==> src/rtl/assert_macros.svh <==
`ifndef ASSERT_MACROS_SVH
`define ASSERT_MACROS_SVH

// Checks a property on every rising clock edge outside reset.
`define NLLC_ASSERT(lbl, prop, msg) \
  lbl: assert property (@(posedge clk_i) disable iff (!rst_ni) (prop)) else $error(msg);

// Checks that a condition implies a consequence in the same cycle.
`define NLLC_ASSERT_IMPL(lbl, ante, cons, msg) \
  lbl: assert property (@(posedge clk_i) disable iff (!rst_ni) (ante) |-> (cons)) \
    else $error(msg);

// Checks that a condition implies a consequence in the next cycle.
`define NLLC_ASSERT_NEXT(lbl, ante, cons, msg) \
  lbl: assert property (@(posedge clk_i) disable iff (!rst_ni) (ante) |=> (cons)) \
    else $error(msg);

`endif

==> src/rtl/nllc_pkg.sv <==
package nllc_pkg;

  localparam int unsigned InDataW  = 40;
  localparam int unsigned OutDataW = 24;

  localparam logic [7:0]  BaseLevel  = 8'hE8;
  localparam logic [3:0]  VerbGet    = 4'h1;
  localparam logic [3:0]  VerbSet    = 4'h2;
  localparam logic [3:0]  VerbSave   = 4'h3;
  localparam logic [15:0] AnswerOk   = 16'h0000;
  localparam logic [3:0]  AnswerInfo = 4'h1;
  localparam logic [15:0] AnswerErr  = 16'hFFFF;
  localparam logic [15:0] CountMax   = 16'hFFFF;

  localparam int unsigned RegTrigger   = 0;
  localparam int unsigned RegLightOn   = 1;
  localparam int unsigned RegLedOn     = 2;
  localparam int unsigned RegLedOff    = 3;
  localparam int unsigned RegLedOnLow  = 4;
  localparam int unsigned RegLedOffLow = 5;
  localparam int unsigned RegLowPower  = 6;
  localparam int unsigned RegPower     = 7;
  localparam int unsigned RegMotion    = 8;
  localparam int unsigned RegLight     = 9;

  typedef struct packed {
    logic [15:0] command_word;
    logic        command_valid;
    logic        second_pulse;
    logic [7:0]  motion_sample;
    logic [7:0]  battery_sample;
  } item_t;

  typedef struct packed {
    logic [15:0] response_word;
    logic        response_valid;
    logic        led_drive;
    logic        lamp_drive;
  } result_t;

endpackage

==> src/rtl/night_light_lamp_led_controller.sv <==
// Pipeline: an accepted word is held in the input register and its result word
// in the result register. Throughput: one word per cycle while m_axis_tready
// is high, set by the single combinational pass between the two registers.
// Reset: asynchronous and active low; it clears the register file and the LED
// tick counter, lights the status LED and empties both pipeline registers.
`include "assert_macros.svh"

module night_light_lamp_led_controller #(
  parameter int unsigned REGISTER_COUNT = 16
) (
  input  logic                           clk_i,
  input  logic                           rst_ni,
  input  logic                           s_axis_tvalid,
  output logic                           s_axis_tready,
  // battery_sample, motion_sample, second_pulse, command_valid, command_word
  input  logic [nllc_pkg::InDataW-1:0]   s_axis_tdata,
  output logic                           m_axis_tvalid,
  input  logic                           m_axis_tready,
  // lamp_drive, led_drive, response_valid, response_word
  output logic [nllc_pkg::OutDataW-1:0]  m_axis_tdata
);

  nllc_pkg::item_t   in_item_q;
  logic              in_valid_q, in_valid_d;
  nllc_pkg::result_t out_res_q;
  nllc_pkg::result_t core_res;
  logic              out_valid_q, out_valid_d;
  logic              step;
  logic              in_accept;
  logic              res_lamp_led;
  logic              res_idle_word;
  logic              out_stalled;

  assign step          = in_valid_q && (!out_valid_q || m_axis_tready);
  assign s_axis_tready = !in_valid_q || step;
  assign in_accept     = s_axis_tvalid && s_axis_tready;
  assign in_valid_d    = in_accept || (in_valid_q && !step);
  assign out_valid_d   = step || (out_valid_q && !m_axis_tready);

  nllc_core #(
    .REGISTER_COUNT(REGISTER_COUNT)
  ) u_core (
    .clk_i   (clk_i),
    .rst_ni  (rst_ni),
    .step_i  (step),
    .item_i  (in_item_q),
    .result_o(core_res)
  );

  always_ff @(posedge clk_i or negedge rst_ni) begin
    if (!rst_ni) begin
      in_valid_q  <= 1'b0;
      out_valid_q <= 1'b0;
    end else begin
      in_valid_q  <= in_valid_d;
      out_valid_q <= out_valid_d;
    end
  end

  always_ff @(posedge clk_i) begin
    if (in_accept) begin
      in_item_q.battery_sample <= s_axis_tdata[7:0];
      in_item_q.motion_sample  <= s_axis_tdata[15:8];
      in_item_q.second_pulse   <= s_axis_tdata[16];
      in_item_q.command_valid  <= s_axis_tdata[17];
      in_item_q.command_word   <= s_axis_tdata[33:18];
    end
    if (step) begin
      out_res_q <= core_res;
    end
  end

  assign m_axis_tvalid = out_valid_q;
  assign m_axis_tdata  = {5'b00000, out_res_q.response_word, out_res_q.response_valid,
                          out_res_q.led_drive, out_res_q.lamp_drive};

  assign res_lamp_led  = out_res_q.lamp_drive && out_res_q.led_drive;
  assign res_idle_word = !out_res_q.response_valid && (out_res_q.response_word != 16'h0000);
  assign out_stalled   = in_valid_q && out_valid_q && !m_axis_tready;

  `NLLC_ASSERT(led_lamp_excl, !(out_valid_q && res_lamp_led), "LED lit while lamp on")
  `NLLC_ASSERT_IMPL(no_resp_zero, out_valid_q, !res_idle_word, "word set without a command")
  `NLLC_ASSERT_IMPL(stall_cause, !s_axis_tready, out_stalled, "stall without a full pipeline")
  `NLLC_ASSERT_NEXT(step_fills_out, step, out_valid_q, "word missed the result register")

endmodule

==> src/rtl/nllc_core.sv <==
module nllc_core #(
  parameter int unsigned REGISTER_COUNT = 16
) (
  input  logic              clk_i,
  input  logic              rst_ni,
  input  logic              step_i,
  input  nllc_pkg::item_t   item_i,
  output nllc_pkg::result_t result_o
);

  logic [7:0]  rf_q [REGISTER_COUNT];
  logic [7:0]  rf_d [REGISTER_COUNT];
  logic [7:0]  view [REGISTER_COUNT];
  logic        led_lit_q, led_lit_d;
  logic [15:0] led_cnt_q, led_cnt_d;

  logic [7:0]  motion_comp;
  logic [3:0]  verb;
  logic [3:0]  cmd_idx;
  logic        set_en;
  logic [7:0]  rd_val;
  logic [7:0]  light_new;
  logic [7:0]  on_period, off_period;
  logic [15:0] cnt_inc;
  logic [15:0] answer;

  assign motion_comp = item_i.motion_sample + nllc_pkg::BaseLevel - item_i.battery_sample;
  assign verb        = item_i.command_word[15:12];
  assign cmd_idx     = item_i.command_word[11:8];
  assign set_en      = item_i.command_valid && (verb == nllc_pkg::VerbSet);

  always_comb begin
    rd_val = 8'h00;
    for (int i = 0; i < REGISTER_COUNT; i++) begin
      view[i] = rf_q[i];
      if (i == nllc_pkg::RegPower) view[i] = item_i.battery_sample;
      if (i == nllc_pkg::RegMotion) view[i] = motion_comp;
      if (set_en && (cmd_idx == 4'(i))) view[i] = item_i.command_word[7:0];
      if (cmd_idx == 4'(i)) rd_val = view[i];
    end
  end

  always_comb begin
    if (view[nllc_pkg::RegMotion] >= view[nllc_pkg::RegTrigger]) begin
      light_new = view[nllc_pkg::RegLightOn];
    end else if (item_i.second_pulse && (view[nllc_pkg::RegLight] != 8'h00)) begin
      light_new = view[nllc_pkg::RegLight] - 8'd1;
    end else begin
      light_new = view[nllc_pkg::RegLight];
    end
    for (int i = 0; i < REGISTER_COUNT; i++) begin
      rf_d[i] = (i == nllc_pkg::RegLight) ? light_new : view[i];
    end
  end

  always_comb begin
    if (view[nllc_pkg::RegPower] <= view[nllc_pkg::RegLowPower]) begin
      on_period  = view[nllc_pkg::RegLedOnLow];
      off_period = view[nllc_pkg::RegLedOffLow];
    end else begin
      on_period  = view[nllc_pkg::RegLedOn];
      off_period = view[nllc_pkg::RegLedOff];
    end
    cnt_inc   = (led_cnt_q != nllc_pkg::CountMax) ? led_cnt_q + 16'd1 : led_cnt_q;
    led_lit_d = led_lit_q;
    led_cnt_d = cnt_inc;
    if (led_lit_q) begin
      if (cnt_inc >= {8'h00, on_period}) begin
        led_lit_d = 1'b0;
        led_cnt_d = 16'h0000;
      end
    end else begin
      if (cnt_inc >= {8'h00, off_period}) begin
        led_lit_d = 1'b1;
        led_cnt_d = 16'h0000;
      end
    end
  end

  always_comb begin
    answer = 16'h0000;
    if (item_i.command_valid) begin
      case (verb)
        nllc_pkg::VerbGet, nllc_pkg::VerbSet: begin
          answer = {nllc_pkg::AnswerInfo, cmd_idx, rd_val};
        end
        nllc_pkg::VerbSave: begin
          answer = nllc_pkg::AnswerOk;
        end
        default: begin
          answer = nllc_pkg::AnswerErr;
        end
      endcase
    end
  end

  assign result_o.lamp_drive     = (light_new != 8'h00);
  assign result_o.led_drive      = (light_new == 8'h00) && led_lit_d;
  assign result_o.response_valid = item_i.command_valid;
  assign result_o.response_word  = answer;

  always_ff @(posedge clk_i or negedge rst_ni) begin
    if (!rst_ni) begin
      for (int i = 0; i < REGISTER_COUNT; i++) begin
        rf_q[i] <= 8'h00;
      end
      led_lit_q <= 1'b1;
      led_cnt_q <= 16'h0000;
    end else if (step_i) begin
      for (int i = 0; i < REGISTER_COUNT; i++) begin
        rf_q[i] <= rf_d[i];
      end
      led_lit_q <= led_lit_d;
      led_cnt_q <= led_cnt_d;
    end
  end

endmodule

==> config.mk <==
export PLATFORM = sky130hd
export DESIGN_NAME = night_light_lamp_led_controller
export DESIGN_NICKNAME = d
export VERILOG_FILES = /design/src/rtl/nllc_pkg.sv /design/src/rtl/night_light_lamp_led_controller.sv /design/src/rtl/nllc_core.sv
export VERILOG_INCLUDE_DIRS = /design/src /design/src/rtl
export SDC_FILE = /design/constraint.sdc
export NUM_CORES = 1
export LEC_CHECK = 0
export ABC_CLOCK_PERIOD_IN_PS = 7900
export BUFFER_PORTS_ARGS = -buffer_cell sky130_fd_sc_hd__buf_2
export CAP_MARGIN = 5
export CORE_MARGIN = 2
export CORE_UTILIZATION = 45
export CTS_CLUSTER_SIZE = 14
export DETAILED_ROUTE_END_ITERATION = 10
export PLACE_DENSITY = 0.7
export SETUP_SLACK_MARGIN = 0.2
export SYNTH_ARGS = -nofsm -noshare
export SYNTH_HDL_FRONTEND = slang
export SYNTH_SLANG_ARGS = --single-unit
==> constraint.sdc <==
create_clock -name clk_i -period 7.9 [get_ports clk_i]
set_input_delay 0.79 -clock clk_i [delete_from_list [all_inputs] [get_ports clk_i]]
set_output_delay 0.79 -clock clk_i [all_outputs]
set_load 0.03 [all_outputs]
==> impl_metrics.yaml <==
outcome:
  status: "finished clean"
die:
  dieArea_um2: 26500
  rows: 58
  die_x_um: 163
  io-pin-count: 70
  coreArea_um2: 25000
  start_util: 0.454
  die_h_um: 163
sta:
  tns_ps: 0
  setup_viol: 0
  final-hold-violation-count: 0
  maxSlewHeadroom: 0.330
  fmax_mhz: 145
  min_period_over_period: 0.873
  min_period_ps: 6900
  tightest_slew_ps: 1010
  slew_viol_final: 0
  rsz0062_at_grt: "false"
  skew_ps: 19.7
critical_path:
  max_stage_delay_ps: 810
  reg2reg_to: "u_core.led_cnt_q[4]$_DFFE_PN0P_"
  cp_common_cell: "nand2_1"
  worstSetupEndpointType: "flop"
  r2r_setup_slack_ps: 1000
  start_kind: "flop"
  worst-setup-path-type: "reg -> reg"
  reg2reg_from: "in_item_q[29]$_DFFE_PP_"
  critPathArrivalTime_ps: 7260
  worstPathCellList: "inv_1 > nand2_1 > nor2_1 > nand2_1 > mux2_2 > ha_1 > nor2b_1 > o21a_1 > o21a_1 > o21ai_0 > nand3b_1 > nand2_1 > mux2i_1 > o221ai_1 > ha_1 > a2111oi_0 > nand3b_1 > o31ai_1 > a31o_2 > o21ai_2 > or2_1 > o2bb2ai_1"
  cp.required_ps: 8260
  reg2reg_depth: 22
  slowest_stage: "a2111oi_0"
  path_max_fanout: 20
flow_run:
  cap_violations: 0
clock_network:
  ctsResizeCount: 0
  clk_latency_ps: 450
  post-cts-setup-buffers: 0
  cts-root-buf: "clkbuf_16"
  cts_tree: "built"
  cts_inserted_buffers: 17
  htreeDepth: 4
  clockBufferDepth: 2
  clock_sinks: 182
  cts.clk_slew.worst_paths_ps: 70
  ctsHoldBuffers: 0
global_routing:
  first_global_vias: 9247
  grt_max_degree: 79
  antenna_found_initial: 0
  grt_pass1_wl_um: 54000
  overflow: 0
  grt_use_total: 0.270
power:
  swShare: 0.347
  p_leak_nw: 5.47
  peakVddDrop_uv: 158
  p_seq_frac: 0.412
  p_switching_uw: 965
  powerDensity_nw_per_um2: 224
  clkPwrFrac: 0.296
  p_comb_frac: 0.292
  intPower_mw: 1.82
cells_and_area:
  final_cell_mix: "131 x a21oi_1, 130 x dfrtp_1, 106 x nand2_1"
  area.growth.synth_to_final_pct: 9.81
  drive_gt1_frac: 0.190
  fin_cells: 1541
  multi_input_area_um2: 6110
  fin_nets: 1291
  n_antenna_cell: 0
  seq_area_um2: 4810
  fillers: 2323
  mostFrequentLayoutCell: "a21oi_1"
placement:
  post-dp-hpwl_um: 24600
  gp_congestion: 1.01
  placed_cells: 1509
  port_buffers: 58
drt:
  drc: 0
  vias: 9672
  wl_per_cell_um: 22.5
  totalWireLength_um: 34700
  via_per_inst: 6.28
  drtIter0Drc: 1058
  dr.pass1.iters: 5
  drtAntennaViolNets: 0
synthesis:
  syn_area_per_cell_um2: 9.67
  syn_inst: 1171
  yosysWarnings: 0
  seq_area_frac_synth: 0.425
  syn_area_um2: 11300
  yosysTopAreaCell: "dfrtp_1"
  synth_edf_count: 51
  synthTopCellsByArea: "dfrtp_1 29%, edfxtp_1 14%, mux2_2 10%"
  synthArstFlopShare: 0.720
  synth_cell_types: 76
  synth_top_area_share: 0.287
  synth_ff_type: "dfrtp_1"
  ys_seq_elements: 182
min_path:
  hold_class: "in -> async"
## cells in the mapped netlist, types with 19 or more instances
cell type and number:
a21oi_1 131, clkbuf_1 56, dfrtp_1 130, edfxtp_1 51, ha_1 48, inv_1 27
mux2_2 105, mux2i_1 31, nand2_1 108, nand3_1 20, nand3b_1 19, nor2_1 75
nor3_1 25, o21ai_0 90
## sequential cells by signal, summed over array words and instances (netlist names)
signal	flops
u_core.rf_q	112
u_core.led_cnt_q	16
in_valid_q	1
in_item_q	34
m_axis_tdata	17
u_core.led_lit_q	1
m_axis_tvalid	1
## kinds of logic after synthesis
kind of cell,synth area share
other cells,0.000331
xor+xnor,0.0124
flops,0.425
mux,0.134
compound gates,0.195
fa+ha+maj,0.0548
simple gates,0.142
buf+inv,0.0378
## power groups by stage
stage / Combinational [mW] / Sequential, mW / Clock [mW]
after global placement: 0.774 / 1.16 / 0
after detailed placement: 0.795 / 1.16 / 0
final: 0.811 / 1.15 / 0.823
after global routing: 0.897 / 1.15 / 0.875
after floorplan: 0.559 / 1.15 / 0
after CTS: 0.801 / 1.14 / 0.836
## through the flow
step           setup slack [ps]   util  power [mW]  hold slack (ps)  instance area [µm²]
2_1_floorplan              1980      -        1.71              457                11300
3_3_place_gp               1390  0.476        1.93              482                11900
3_5_place_dp               1270  0.476        1.95              496                11900
4_1_cts                    1220  0.498        2.78              326                12400
5_1_grt                     444  0.498        2.93              353                12400
6_report                   1000  0.498        2.78              317                12400
## metal layers
layer  wire length, µm  track usage
met1             15000        0.371
met2             15300        0.416
met3              2690       0.0471
met4              1730        0.128
met5                 0            0
## worst max-delay path: cells and delay by family (launching register included)
family / cells / cell delay, ps
buffers and inverters: 1 / 220
DFF: 1 / 620
adders and majority gates: 2 / 610
muxes: 2 / 1020
AOI/OAI and AO/OA: 9 / 2060
and+or+nand+nor: 8 / 2280
## how the worst max path moves through the flow
stage / cells past startpoint / end / start / slack, ps
floorplan: 24 / u_core.led_cnt_q[4]$_DFFE_PN0P_ / in_item_q[33]$_DFFE_PP_ / 1980
global placement: 23 / u_core.led_cnt_q[4]$_DFFE_PN0P_ / in_item_q[29]$_DFFE_PP_ / 1390
detailed placement: 23 / u_core.led_cnt_q[4]$_DFFE_PN0P_ / in_item_q[29]$_DFFE_PP_ / 1270
CTS: 22 / u_core.led_cnt_q[4]$_DFFE_PN0P_ / in_item_q[29]$_DFFE_PP_ / 1220
global route: 22 / u_core.led_cnt_q[4]$_DFFE_PN0P_ / in_item_q[29]$_DFFE_PP_ / 440
finish: 22 / u_core.led_cnt_q[4]$_DFFE_PN0P_ / in_item_q[29]$_DFFE_PP_ / 1000
## layout make-up
| cell class | count | area share |
|---|---|---|
| Multi-Input combinational cell | 892 | 0.491 |
| Sequential cell | 182 | 0.387 |
| Clock buffer | 23 | 0.0393 |
| Timing Repair Buffer | 78 | 0.0359 |
| Tap cell | 330 | 0.0332 |
| Inverter | 27 | 0.00815 |
| Clock inverter | 9 | 0.00513 |
(Power assumes the default switching activity.)
